[config.mk]
export PLATFORM = sky130hd
export DESIGN_NAME = ipv4_cidr_text_parser
export DESIGN_NICKNAME = d
export VERILOG_FILES = /design/src/rtl/ipv4cp_pkg.sv /design/src/rtl/ipv4_cidr_text_parser.sv /design/src/rtl/ipv4cp_step.sv
export SDC_FILE = /design/constraint.sdc
export NUM_CORES = 1
export LEC_CHECK = 0
export BUFFER_PORTS_ARGS = -buffer_cell sky130_fd_sc_hd__buf_2
export CORE_MARGIN = 1.5
export CORE_UTILIZATION = 58
export DETAILED_ROUTE_END_ITERATION = 6
export PLACE_DENSITY_LB_ADDON = 0.1
export SKIP_CTS_REPAIR_TIMING = 1
export SLEW_MARGIN = 20
export SYNTH_ARGS = -nofsm -noshare
export SYNTH_HDL_FRONTEND = slang
export SYNTH_SLANG_ARGS = --single-unit
[constraint.sdc]
create_clock -name clk_i -period 6.05 [get_ports clk_i]
set_input_delay 1.21 -clock clk_i [delete_from_list [all_inputs] [get_ports clk_i]]
set_output_delay 1.21 -clock clk_i [all_outputs]
set_load 0.02 [all_outputs]
[src/rtl/ipv4cp_pkg.sv]
package ipv4cp_pkg;

  localparam int unsigned ChW     = 8;
  localparam int unsigned StatusW = 3;
  localparam int unsigned AddrW   = 32;
  localparam int unsigned PlenW   = 6;
  localparam int unsigned PhaseW  = 3;
  localparam int unsigned AccW    = 9;
  localparam int unsigned ProdW   = 13;
  localparam int unsigned OutDataW = 48;

  localparam logic [PhaseW-1:0] PH_OCT3   = 3'd3;
  localparam logic [PhaseW-1:0] PH_PREFIX = 3'd4;
  localparam logic [PhaseW-1:0] PH_WAIT   = 3'd5;

  localparam logic [StatusW-1:0] ST_OK         = 3'd0;
  localparam logic [StatusW-1:0] ST_INVALID    = 3'd1;
  localparam logic [StatusW-1:0] ST_OCTET_OVF  = 3'd2;
  localparam logic [StatusW-1:0] ST_NO_PREFIX  = 3'd3;
  localparam logic [StatusW-1:0] ST_PREFIX_OVF = 3'd4;

  localparam logic [ChW-1:0] CH_END   = 8'h00;
  localparam logic [ChW-1:0] CH_ZERO  = 8'h30;
  localparam logic [ChW-1:0] CH_DOT   = 8'h2E;
  localparam logic [ChW-1:0] CH_SLASH = 8'h2F;

  localparam logic [ChW-1:0]   DIGIT_LIMIT = 8'd10;
  localparam logic [ProdW-1:0] TEN         = 13'd10;
  localparam logic [ProdW-1:0] OCTET_MAX   = 13'd255;
  localparam logic [ProdW-1:0] PREFIX_MAX  = 13'd32;
  localparam logic [ProdW-1:0] ACC_SAT     = 13'd511;

  typedef struct packed {
    logic [PhaseW-1:0] phase;
    logic [AccW-1:0]   accum;
    logic              seen;
    logic [AddrW-1:0]  addr;
  } parse_state_t;

  typedef struct packed {
    logic [StatusW-1:0] status;
    logic [AddrW-1:0]   address;
    logic [PlenW-1:0]   prefix_len;
  } parse_result_t;

endpackage

[src/rtl/ipv4_cidr_text_parser.sv]
// Character-serial parser for "a.b.c.d/p" address text.
// The slave stream carries one character per word in s_axis_tdata; a zero
// character ends the string. The master stream carries at most one result per
// string, given as soon as the outcome is decided: status, address and prefix.
// Characters after a result are dropped up to and including the end byte,
// after which a fresh string begins.
// A character is captured in an input register at the accepting edge and
// processed against the parser state once the output register is free or
// being emptied; any result is then written to the output register and
// shown on m_axis_tvalid from there.
// Throughput is one character per cycle while the receiver keeps up; the
// limit is the single state update per character.
// When the receiver stalls with a result held, the captured character waits
// in the input register and s_axis_tready falls until the result is taken.
// Reset clears the parser state and both registers' valid flags, so the
// block starts on a fresh string with no result pending.
module ipv4_cidr_text_parser import ipv4cp_pkg::*; (
  input  logic                clk_i,
  input  logic                rst_ni,
  input  logic                s_axis_tvalid,
  output logic                s_axis_tready,
  input  logic [ChW-1:0]      s_axis_tdata,  // [7:0] ch
  output logic                m_axis_tvalid,
  input  logic                m_axis_tready,
  output logic [OutDataW-1:0] m_axis_tdata   // [2:0] status, [34:3] address,
                                             // [40:35] prefix_len, rest zero
);

  logic           in_vld_q;
  logic [ChW-1:0] in_ch_q;
  logic           out_vld_q, out_vld_d;
  parse_result_t  out_res_q;
  parse_state_t   st_q, st_d;
  logic           emit;
  parse_result_t  res;
  logic           advance;

  assign advance       = !out_vld_q || m_axis_tready;
  assign s_axis_tready = !in_vld_q || advance;

  ipv4cp_step u_step (
    .ch_i   (in_ch_q),
    .cur_i  (st_q),
    .nxt_o  (st_d),
    .emit_o (emit),
    .res_o  (res)
  );

  always_comb begin
    out_vld_d = out_vld_q && !m_axis_tready;
    if (in_vld_q && advance) begin
      out_vld_d = emit;
    end
  end

  always_ff @(posedge clk_i or negedge rst_ni) begin
    if (!rst_ni) begin
      in_vld_q  <= 1'b0;
      out_vld_q <= 1'b0;
      st_q      <= '0;
    end else begin
      if (s_axis_tready) begin
        in_vld_q <= s_axis_tvalid;
      end
      out_vld_q <= out_vld_d;
      if (in_vld_q && advance) begin
        st_q <= st_d;
      end
    end
  end

  always_ff @(posedge clk_i) begin
    if (s_axis_tready && s_axis_tvalid) begin
      in_ch_q <= s_axis_tdata;
    end
    if (in_vld_q && advance && emit) begin
      out_res_q <= res;
    end
  end

  assign m_axis_tvalid = out_vld_q;
  assign m_axis_tdata  = {7'b0, out_res_q.prefix_len, out_res_q.address,
                          out_res_q.status};

endmodule

[src/rtl/ipv4cp_step.sv]
module ipv4cp_step import ipv4cp_pkg::*; (
  input  logic [ChW-1:0] ch_i,
  input  parse_state_t   cur_i,
  output parse_state_t   nxt_o,
  output logic           emit_o,
  output parse_result_t  res_o
);

  logic [ChW-1:0]   dv;
  logic             is_digit;
  logic [ProdW-1:0] v;
  logic [AccW-1:0]  v_sat;
  logic [AddrW-1:0] addr_sh;
  parse_state_t     upd;

  assign dv       = ch_i - CH_ZERO;
  assign is_digit = dv < DIGIT_LIMIT;
  assign v        = ({4'b0, cur_i.accum} * TEN) + {5'b0, dv};
  assign v_sat    = (v > ACC_SAT) ? ACC_SAT[AccW-1:0] : v[AccW-1:0];
  assign addr_sh  = {cur_i.addr[AddrW-9:0], cur_i.accum[7:0]};

  always_comb begin
    upd    = cur_i;
    emit_o = 1'b0;
    res_o  = '0;
    if (cur_i.phase <= PH_OCT3) begin
      if (is_digit) begin
        upd.seen  = 1'b1;
        upd.accum = v_sat;
        if (v > OCTET_MAX) begin
          emit_o       = 1'b1;
          res_o.status = ST_OCTET_OVF;
        end
      end else if (!cur_i.seen) begin
        emit_o       = 1'b1;
        res_o.status = ST_INVALID;
      end else if (cur_i.phase < PH_OCT3) begin
        if (ch_i != CH_DOT) begin
          emit_o       = 1'b1;
          res_o.status = ST_INVALID;
        end else begin
          upd.addr  = addr_sh;
          upd.accum = '0;
          upd.seen  = 1'b0;
          upd.phase = cur_i.phase + 3'd1;
        end
      end else begin
        upd.addr  = addr_sh;
        upd.accum = '0;
        upd.seen  = 1'b0;
        if (ch_i != CH_SLASH) begin
          emit_o        = 1'b1;
          res_o.status  = ST_NO_PREFIX;
          res_o.address = addr_sh;
        end else begin
          upd.phase = PH_PREFIX;
        end
      end
    end else if (cur_i.phase == PH_PREFIX) begin
      if (is_digit) begin
        upd.seen  = 1'b1;
        upd.accum = v_sat;
        if (v > PREFIX_MAX) begin
          emit_o        = 1'b1;
          res_o.status  = ST_PREFIX_OVF;
          res_o.address = cur_i.addr;
        end
      end else if (!cur_i.seen) begin
        emit_o = 1'b1;
        if (ch_i == CH_END) begin
          res_o.status  = ST_NO_PREFIX;
          res_o.address = cur_i.addr;
        end else begin
          res_o.status = ST_INVALID;
        end
      end else begin
        emit_o           = 1'b1;
        res_o.status     = ST_OK;
        res_o.address    = cur_i.addr;
        res_o.prefix_len = cur_i.accum[PlenW-1:0];
      end
    end

    nxt_o = upd;
    if (emit_o) begin
      if (ch_i == CH_END) begin
        nxt_o = '0;
      end else begin
        nxt_o.phase = PH_WAIT;
      end
    end else if (cur_i.phase > PH_PREFIX && ch_i == CH_END) begin
      nxt_o = '0;
    end
  end

endmodule

==> results of run 1 <==
==> layer usage <==
metal  track usage (%)  vias up  wire [um]
met3              4.19       17        387
li1                  -     1590          -
met4              8.71        0        176
met2              36.3       90       4700
met5                 0        -          0
met1              30.2     1669       4370
==> state kept, by name, summed over array words and instances, names as in the netlist <==
register,cells
in_ch_q,8
in_vld_q,1
m_axis_tdata,41
m_axis_tvalid,1
st_q,45
==> power groups by stage <==
| stage | logic [mW] | clock network, mW | registers [mW] |
|---|---|---|---|
| floorplan | 0.607 | 0 | 1.04 |
| global placement | 0.965 | 0 | 0.943 |
| detailed placement | 0.975 | 0 | 0.947 |
| CTS | 0.981 | 0.508 | 0.934 |
| global route | 1.10 | 0.535 | 0.945 |
| finish | 1.01 | 0.505 | 0.931 |
==> cell families after synthesis <==
group / synth area share [%]
flops: 54.5
buf+inv: 3.97
compound gates: 21.2
xor+xnor: 2.53
mux: 0.412
other cells: 0.0772
fa+ha+maj: 8.04
simple gates: 9.30
==> synth_stat cells, types with 2 or more instances <==
cell type	instances
a211oi_1	2
a21o_1	4
a21oi_1	14
a22o_1	64
a31oi_1	2
and2_1	9
and3_1	2
buf_2	4
buf_4	11
clkbuf_1	9
dfrtp_1	47
edfxtp_1	49
fa_1	2
ha_1	28
inv_1	15
mux2i_1	2
nand2_1	11
nand2b_1	5
nand3_1	8
nand4_1	5
nor2_1	25
nor2b_1	3
nor3_1	3
nor3b_1	2
nor4_1	3
o21a_1	2
o21ai_0	4
o21ai_1	3
o2bb2ai_1	9
o31ai_1	2
or2_2	2
xnor2_1	8
xor2_1	6
==> through the flow <==
step | cells | setup slack (ps) | utilization [%] | instance area [um^2] | hold slack [ps]
after floorplan | 398 | 1040 | - | 4880 | 474
after global placement | 536 | 1460 | 63.5 | 5190 | 489
after detailed placement | 536 | 1380 | 63.5 | 5190 | 496
after CTS | 552 | 1340 | 66.5 | 5430 | 518
after global routing | 553 | 1060 | 66.8 | 5460 | 530
final | 553 | 1300 | 66.8 | 5460 | 516
==> final timing paths <==
path | depth (start not counted) | to | startpoint | slack (ps)
max | 14 | m_axis_tdata[20] | st_q[34] | 1300
min | 1 | st_q[25] | st_q[25] | 520
max reg2reg | 14 | m_axis_tdata[20] | st_q[34] | 1300
min reg2reg | 1 | st_q[25] | st_q[25] | 520
max in group asynchronous | 1 | st_q[37] | rst_ni | 4790
min in group asynchronous | 1 | st_q[28] | rst_ni | 850
==> layout by cell type (no fill, tap or decap), types with 2 or more instances in the layout <==
cell	n
o21ai_1	3
a21oi_1	14
inv_6	2
ha_1	28
o31ai_1	2
o2bb2ai_1	9
nand3_1	8
nand2_1	11
mux2i_1	2
clkbuf_8	9
xnor2_1	8
nor4_1	3
nor3b_1	2
and2_1	9
o21a_1	2
buf_4	4
o21ai_0	4
conb_1	7
and3_1	2
dfrtp_1	47
xor2_1	6
a22o_1	64
bufinv_16	3
nor2_1	24
inv_1	15
fa_1	2
nand4_1	5
or2_2	2
buf_2	53
nor2b_1	3
a21o_1	4
nand2b_1	5
nor3_1	3
a211oi_4	2
a31oi_1	2
edfxtp_1	49
==> cell type report <==
type                    count  area [um^2]
well taps                 105          131
repair buffers             58          323
fillers                   638         2710
inverters                  15         56.3
clock inverters             6          113
flip-flops and latches     96         2650
multi-input cells         263         2070
clock buffers              10          128
==> impl_metrics.json, run 1 <==
{
  "totalPowerFinal_mw": 2.44,
  "port_buffers": 54,
  "required_ps": 6160,
  "path_clk_slew_ps": 90,
  "core-area_um2": 8180,
  "num_antenna_cells": 0,
  "insertion_delay_ps": 360,
  "drive_gt1_share_pct": 19.6,
  "cts.sink_count": 96,
  "ys_async_sr_fraction_pct": 49.0,
  "die_area_um2": 8930,
  "gp_congestion": 0.916,
  "grt.total_usage_pct": 22.5,
  "cts_tree": "built",
  "min_period_ps": 4750,
  "avgSynthCellArea_um2": 12.4,
  "cp-start-kind": "flip-flop",
  "crit_path_max_fanout": 26,
  "grt-ovfl-total": 0,
  "cpMostUsedCell": "ha_1",
  "status": "finished, final reports clean",
  "clockRootBuffer": "clkbuf_8",
  "cpLargestDelayFamily": "compound AO/OA/AOI/OAI gates",
  "ys_types": 60,
  "ir_drop_uv": 338,
  "postSynthCellCount": 392,
  "p_per_area_nw_per_um2": 447,
  "synth_area_leaders": "edfxtp_1 (30%), dfrtp_1 (24%), a22o_1 (12%)",
  "cp_slowest_cell": "a211oi_1",
  "leakage_nw": 2.42,
  "fin_tns_setup_ps": 0,
  "synth_area_um2": 4860,
  "p_int_mw": 1.49,
  "slew_violations": 0,
  "fmax_mhz": 211,
  "via_per_inst": 6.09,
  "clockBufferDepth": 2,
  "final-setup-viol-count": 0,
  "routedWlPerCell_um": 17.4,
  "crit_type": "flip-flop to flip-flop",
  "ant_nets": 0,
  "grt_start_max_net_pins": 48,
  "cp-end-kind": "flip-flop",
  "post-route-drc-count": 0,
  "clock_power_share_pct": 20.7,
  "synth_edf_count": 49,
  "cts_buffers": 9,
  "start_util_pct": 59.4,
  "die_x_um": 94.5,
  "firstDrtPassIters": 4,
  "ys_seq_elements": 96,
  "ios": 62,
  "p_seq_share_pct": 38.1,
  "hold_path_class": "flip-flop to flip-flop",
  "yosys_warnings": 0,
  "fin_skew_ps": 10.4,
  "num_vias": 3366,
  "ys_seq_area_share_pct": 54.5,
  "final-hold-violation-count": 0,
  "drt_iter0_drc": 133,
  "h-tree-depth": 3,
  "fin_nets": 485,
  "yosys.area.top_type": "edfxtp_1",
  "rsz0062_at_grt": "false",
  "p_switching_mw": 0.955,
  "rows": 33,
  "place_hpwl_um": 6720,
  "power_frac_comb_pct": 41.2,
  "crit_arrival_ps": 4860,
  "worst_pin_slew_ps": 931,
  "grt_pass1_wl_um": 15100,
  "max_stage_delay_ps": 830,
  "max_slew_margin_pct": 37.5,
  "synth_top_area_share_pct": 30.3,
  "grt_antenna_before_repair": 0,
  "ys_dominant_reg_cell": "edfxtp_1",
  "routed_wl_um": 9640,
  "drv_cap": 0,
  "critPathBufInv": 3,
  "finalCritPeriodShare_pct": 78.5,
  "die_height_um": 94.5,
  "netSwitchingFraction_pct": 39.1,
  "areaGrowthSynthToFinish_pct": 12.5,
  "grt_pass1_vias": 3054,
  "crit_path_cell_trace": "ha_1 > ha_1 > inv_1 > fa_1 > inv_1 > ha_1 > a21o_1 > a221oi_2 > nor2b_1 > nor4_2 > o2111ai_1 > a211oi_1 > nor2_4 > buf_16"
}
Power figures use the tool's default switching activity.
==> inputs of run 2 (changes only) <==
==> constraint.sdc (replaced) <==
create_clock -name clk_i -period 4.75 [get_ports clk_i]
set_input_delay 0.95 -clock clk_i [delete_from_list [all_inputs] [get_ports clk_i]]
set_output_delay 0.95 -clock clk_i [all_outputs]
set_load 0.02 [all_outputs]
==> run 2 against run 1 <==
Combinational power up 26%. Sequential power up 27%. First-iteration DRC count up 7.5%. Critical endpoint is now st_q[19]. Maximum frequency up 7.9%. Via count down 1.7%. Die area unchanged. Design area up 0.46%. Routed wire length down 0.61%. Global-route usage up 0.63 points. Highest routed layer unchanged. Largest cell class unchanged. Sequential share of layout area down 0.22 points. Count of clock-buffer cells in the layout unchanged.
==> impl_metrics.json, run 2 (synthesis results as in run 1) <==
{
  "fin_tns_setup_ps": 0,
  "grt_start_max_net_pins": 48,
  "final-setup-viol-count": 0,
  "hold_depth": 1,
  "via_per_inst": 5.95,
  "start_util_pct": 59.4,
  "max_slew_margin_pct": 60.2,
  "die_area_um2": 8930,
  "crit_path_cell_trace": "ha_1 > ha_1 > inv_1 > fa_1 > inv_1 > ha_1 > a21o_1 > a221oi_2 > xor2_1 > a31oi_1 > o41a_1 > o21ai_4 > buf_4 > a22o_1",
  "ant_nets": 0,
  "cts_tree": "built",
  "gp_congestion": 0.880,
  "firstDrtPassIters": 4,
  "port_buffers": 54,
  "crit_arrival_ps": 4690,
  "fin_skew_ps": 9.40,
  "ir_drop_uv": 492,
  "cp_slowest_cell": "o41a_1",
  "required_ps": 5040,
  "core-area_um2": 8180,
  "clockBufferDepth": 2,
  "final-hold-violation-count": 0,
  "routedWlPerCell_um": 17.2,
  "path_clk_slew_ps": 100,
  "rsz0062_at_grt": "false",
  "setup_ws_ps": 351,
  "finalCritPeriodShare_pct": 92.6,
  "rows": 33,
  "slew_violations": 0,
  "leakage_nw": 2.43,
  "grt_pass1_vias": 3167,
  "min_period_ps": 4400,
  "p_per_area_nw_per_um2": 574,
  "cp-end-kind": "flip-flop",
  "grt_antenna_before_repair": 0,
  "cp-start-kind": "flip-flop",
  "cpMostUsedCell": "ha_1",
  "reg2reg_depth": 14,
  "grt.total_usage_pct": 23.1,
  "drv_cap": 0,
  "fin_nets": 488,
  "crit_type": "flip-flop to flip-flop",
  "post-route-drc-count": 0,
  "post-route-util_pct": 67.1,
  "largest_reg_flops": 45,
  "areaGrowthSynthToFinish_pct": 13.0,
  "max_stage_delay_ps": 520,
  "cts.sink_count": 96,
  "status": "finished, final reports clean",
  "crit_path_max_fanout": 33,
  "cpLargestDelayFamily": "compound AO/OA/AOI/OAI gates",
  "n_fill_cell": 627,
  "drt_iter0_drc": 143,
  "num_antenna_cells": 0,
  "hold_path_class": "flip-flop to flip-flop",
  "whs_ps": 525,
  "die_x_um": 94.5,
  "worst_pin_slew_ps": 598,
  "grt-ovfl-total": 0,
  "pre_cts_slack_ps": 446,
  "drive_gt1_share_pct": 20.2,
  "place_hpwl_um": 6680,
  "final_common_cell": "a22o_1",
  "num_vias": 3308,
  "critPathBufInv": 3,
  "routed_wl_um": 9580,
  "layout_common_cells": "a22o_1 (64), buf_2 (54), edfxtp_1 (49), dfrtp_1 (47), ha_1 (28)",
  "die_height_um": 94.5,
  "insertion_delay_ps": 360,
  "clockRootBuffer": "clkbuf_8",
  "worst-path-stages": 14,
  "grt_pass1_wl_um": 15600,
  "fmax_mhz": 227,
  "h-tree-depth": 3,
  "ios": 62,
  "cts_buffers": 9,
  "top_register": "st_q"
}
-- run 2: cell types whose count changed in the layout (fill, tap and decap cells not counted), sizes merged --
cell | previous run | this run
buf | 58 | 61
bufinv | 3 | 4
clkinv | 1 | 0
-- run 2: worst reg2reg max path, stage by stage, from the launching register on --
cell      delay (ps)
dfrtp_1          510
ha_1             350
ha_1             190
inv_1             60
fa_1             510
inv_1             50
ha_1             330
a21o_1           220
a221oi_2         360
xor2_1           300
a31oi_1          200
o41a_1           520
o21ai_4          170
buf_4            340
a22o_1           210
-- run 2: layout make-up --
class | instances | area, um^2 | share of cell area (%)
Multi-Input combinational cell | 263 | 2070 | 37.6
Inverter | 15 | 56.3 | 1.03
Timing Repair Buffer | 61 | 323 | 5.88
Sequential cell | 96 | 2650 | 48.2
Tap cell | 105 | 131 | 2.39
Clock buffer | 10 | 128 | 2.33
Clock inverter | 6 | 138 | 2.51
-- run 2: power breakdown --
part | switching [mW] | total [mW] | internal (mW)
Sequential | 0.105 | 1.18 | 1.08
Combinational | 0.814 | 1.27 | 0.460
Clock | 0.287 | 0.694 | 0.407
-- run 2: path summary, 6_finish.rpt --
path | startpoint | end | slack (ps)
worst max-delay path | st_q[34] | st_q[19] | 350
worst min-delay path | st_q[30] | st_q[30] | 530
worst max register to register | st_q[34] | st_q[19] | 350
worst min register to register | st_q[30] | st_q[30] | 530
max in group asynchronous | rst_ni | st_q[12] | 3670
min in group asynchronous | rst_ni | st_q[28] | 660
-- run 2: per-stage QoR --
| stage | total power [mW] | area, um^2 | instances |
|---|---|---|---|
| 5_1_grt | 3.34 | 5490 | 556 |
| 2_1_floorplan | 2.10 | 4880 | 398 |
| 4_1_cts | 3.16 | 5490 | 556 |
| 6_report | 3.15 | 5490 | 556 |
| 3_5_place_dp | 2.47 | 5220 | 540 |
| 3_3_place_gp | 2.46 | 5220 | 540 |
-- run 2: metal layers --
metal / vias to the layer above / routed length (um) / global-route usage, %
li1: 1598 / - / -
met3: 11 / 319 / 3.70
met4: 0 / 143 / 7.21
met1: 1626 / 4430 / 31.4
met2: 73 / 4690 / 38.2
met5: - / 0 / 0
==> inputs of run 3 (changes only) <==
--- a/config.mk
+++ b/config.mk
@@ -10,6 +10,7 @@
 export CORE_UTILIZATION = 58
 export DETAILED_ROUTE_END_ITERATION = 6
 export PLACE_DENSITY_LB_ADDON = 0.1
+export RECOVER_POWER = 50
 export SKIP_CTS_REPAIR_TIMING = 1
 export SLEW_MARGIN = 20
 export SYNTH_ARGS = -nofsm -noshare
==> run 3 against run 2 <==
The run now ends with max-capacitance violations, max-slew violations left. Power fell by 1.2%. Worst hold slack worse by 0.98 ps. Design area fell by 1.1%. Maximum frequency barely moved. Setup slack better by 1.8 ps. Routed wire length about the same. Utilization is 0.75 points lower. Largest cell class unchanged.
==> impl_metrics.json, run 3 (synthesis results as in run 1) <==
{
  "dpl_cell_area_um2": 5220,
  "cts_buffers": 9,
  "final_common_cell": "a22o_1",
  "path_clk_slew_ps": 100,
  "grt_pass1_vias": 3167,
  "drv_cap": 1,
  "largest_reg_flops": 45,
  "fmax_mhz": 227,
  "fin_nets": 488,
  "firstDrtPassIters": 4,
  "max_slew_margin_pct": -68.3,
  "leakage_nw": 2.30,
  "grt.total_usage_pct": 23.1,
  "cts.sink_count": 96,
  "clockRootBuffer": "clkbuf_8",
  "drt_iter0_drc": 156,
  "drive_gt1_share_pct": 10.2,
  "grt_antenna_before_repair": 0,
  "port_buffers": 54,
  "fin_tns_setup_ps": 0,
  "h-tree-depth": 3,
  "place_hpwl_um": 6680,
  "die_area_um2": 8930,
  "area.sequential_um2": 2650,
  "crit_path_max_fanout": 33,
  "fin_skew_ps": 8.80,
  "rsz0062_at_grt": "false",
  "die_height_um": 94.5,
  "num_antenna_cells": 0,
  "grt_start_max_net_pins": 48,
  "design_area_um2": 5430,
  "num_vias": 3302,
  "gp_congestion": 0.880,
  "crit_arrival_ps": 4690,
  "cp-start-kind": "flip-flop",
  "rows": 33,
  "crit_type": "flip-flop to flip-flop",
  "required_ps": 5040,
  "routedWlPerCell_um": 17.2,
  "die_x_um": 94.5,
  "start_util_pct": 59.4,
  "final-hold-violation-count": 0,
  "ant_nets": 0,
  "via_per_inst": 5.94,
  "n_fill_cell": 655,
  "core-area_um2": 8180,
  "top_register": "st_q",
  "post-route-drc-count": 0,
  "routed_wl_um": 9590,
  "status": "finished, violations left",
  "multi_input_area_um2": 2070,
  "p_per_area_nw_per_um2": 573,
  "cp-end-kind": "flip-flop",
  "violations": "max-capacitance violations, max-slew violations",
  "hold_path_class": "flip-flop to flip-flop",
  "final-setup-viol-count": 0,
  "worst_pin_slew_ps": 2520,
  "cts_tree": "built",
  "ios": 62,
  "slew_violations": 48,
  "layout_common_cells": "a22o_1 (64), edfxtp_1 (49), dfrtp_1 (47), clkbuf_1 (46), ha_1 (28)",
  "min_period_ps": 4400,
  "insertion_delay_ps": 360,
  "ir_drop_uv": 490,
  "grt-ovfl-total": 0,
  "areaGrowthSynthToFinish_pct": 11.8,
  "grt_pass1_wl_um": 15600,
  "finalCritPeriodShare_pct": 92.6,
  "clockBufferDepth": 2
}
## run 3: cell count changes in the layout (fill, tap and decap cells not counted), sizes merged
cell    change
buf        -45
clkbuf     +45
## run 3: critical path: stages (launching register included)
cell and delay [ps]:
dfrtp_1 510, ha_1 350, ha_1 190, inv_1 60
fa_1 510, inv_1 50, ha_1 330, a21o_1 220
a221oi_2 360, nor2b_1 130, nor4_2 250, o21ai_1 150
o41a_1 490, o21ai_4 170, buf_4 340, a22o_1 210
## run 3: path summary, 6_finish.rpt
kind	from	end	slack, ps	depth (start not counted)
setup / recovery	st_q[34]	st_q[16]	350	15
hold / removal	st_q[30]	st_q[30]	520	1
setup reg to reg	st_q[34]	st_q[16]	350	15
hold reg to reg	st_q[30]	st_q[30]	520	1
max in group asynchronous	rst_ni	st_q[32]	1860	2
min in group asynchronous	rst_ni	st_q[28]	1460	2
## run 3: power breakdown
part / internal (mW) / total, mW / leakage [nW] / switching [mW]
sequential: 1.08 / 1.19 / 1.11 / 0.110
clock: 0.407 / 0.694 / 0.131 / 0.287
combinational: 0.422 / 1.23 / 1.06 / 0.810
total: 1.91 / 3.11 / 2.30 / 1.21
## run 3: cell type report
cell class | count | area share, %
timing repair buffer | 61 | 4.82
tap | 105 | 2.42
inverter | 15 | 1.04
clock inverter | 6 | 2.54
clock buffer | 10 | 2.35
multi-input combinational | 263 | 38.1
sequential | 96 | 48.8
## run 3: stage by stage
| stage | worst slack, ps | total power, mW | util, % | instances | hold slack (ps) |
|---|---|---|---|---|---|
| floorplan | 417 | 2.10 | - | 398 | 474 |
| global placement | 461 | 2.46 | 63.9 | 540 | 491 |
| detailed placement | 446 | 2.47 | 63.9 | 540 | 498 |
| CTS | 393 | 3.16 | 67.1 | 556 | 524 |
| global route | 73.6 | 3.31 | 66.4 | 556 | 540 |
| finish | 353 | 3.11 | 66.4 | 556 | 524 |
## run 3: metal layers
| metal | part of all wire, % | wire length (um) | vias to the layer above | GRT usage (%) |
|---|---|---|---|---|
| met5 | 0 | 0 | - | 0 |
| met4 | 1.5 | 143 | 0 | 7.21 |
| met3 | 3.4 | 330 | 12 | 3.70 |
| met2 | 49 | 4680 | 69 | 38.2 |
| met1 | 46 | 4430 | 1624 | 31.4 |
| li1 | - | - | 1597 | - |
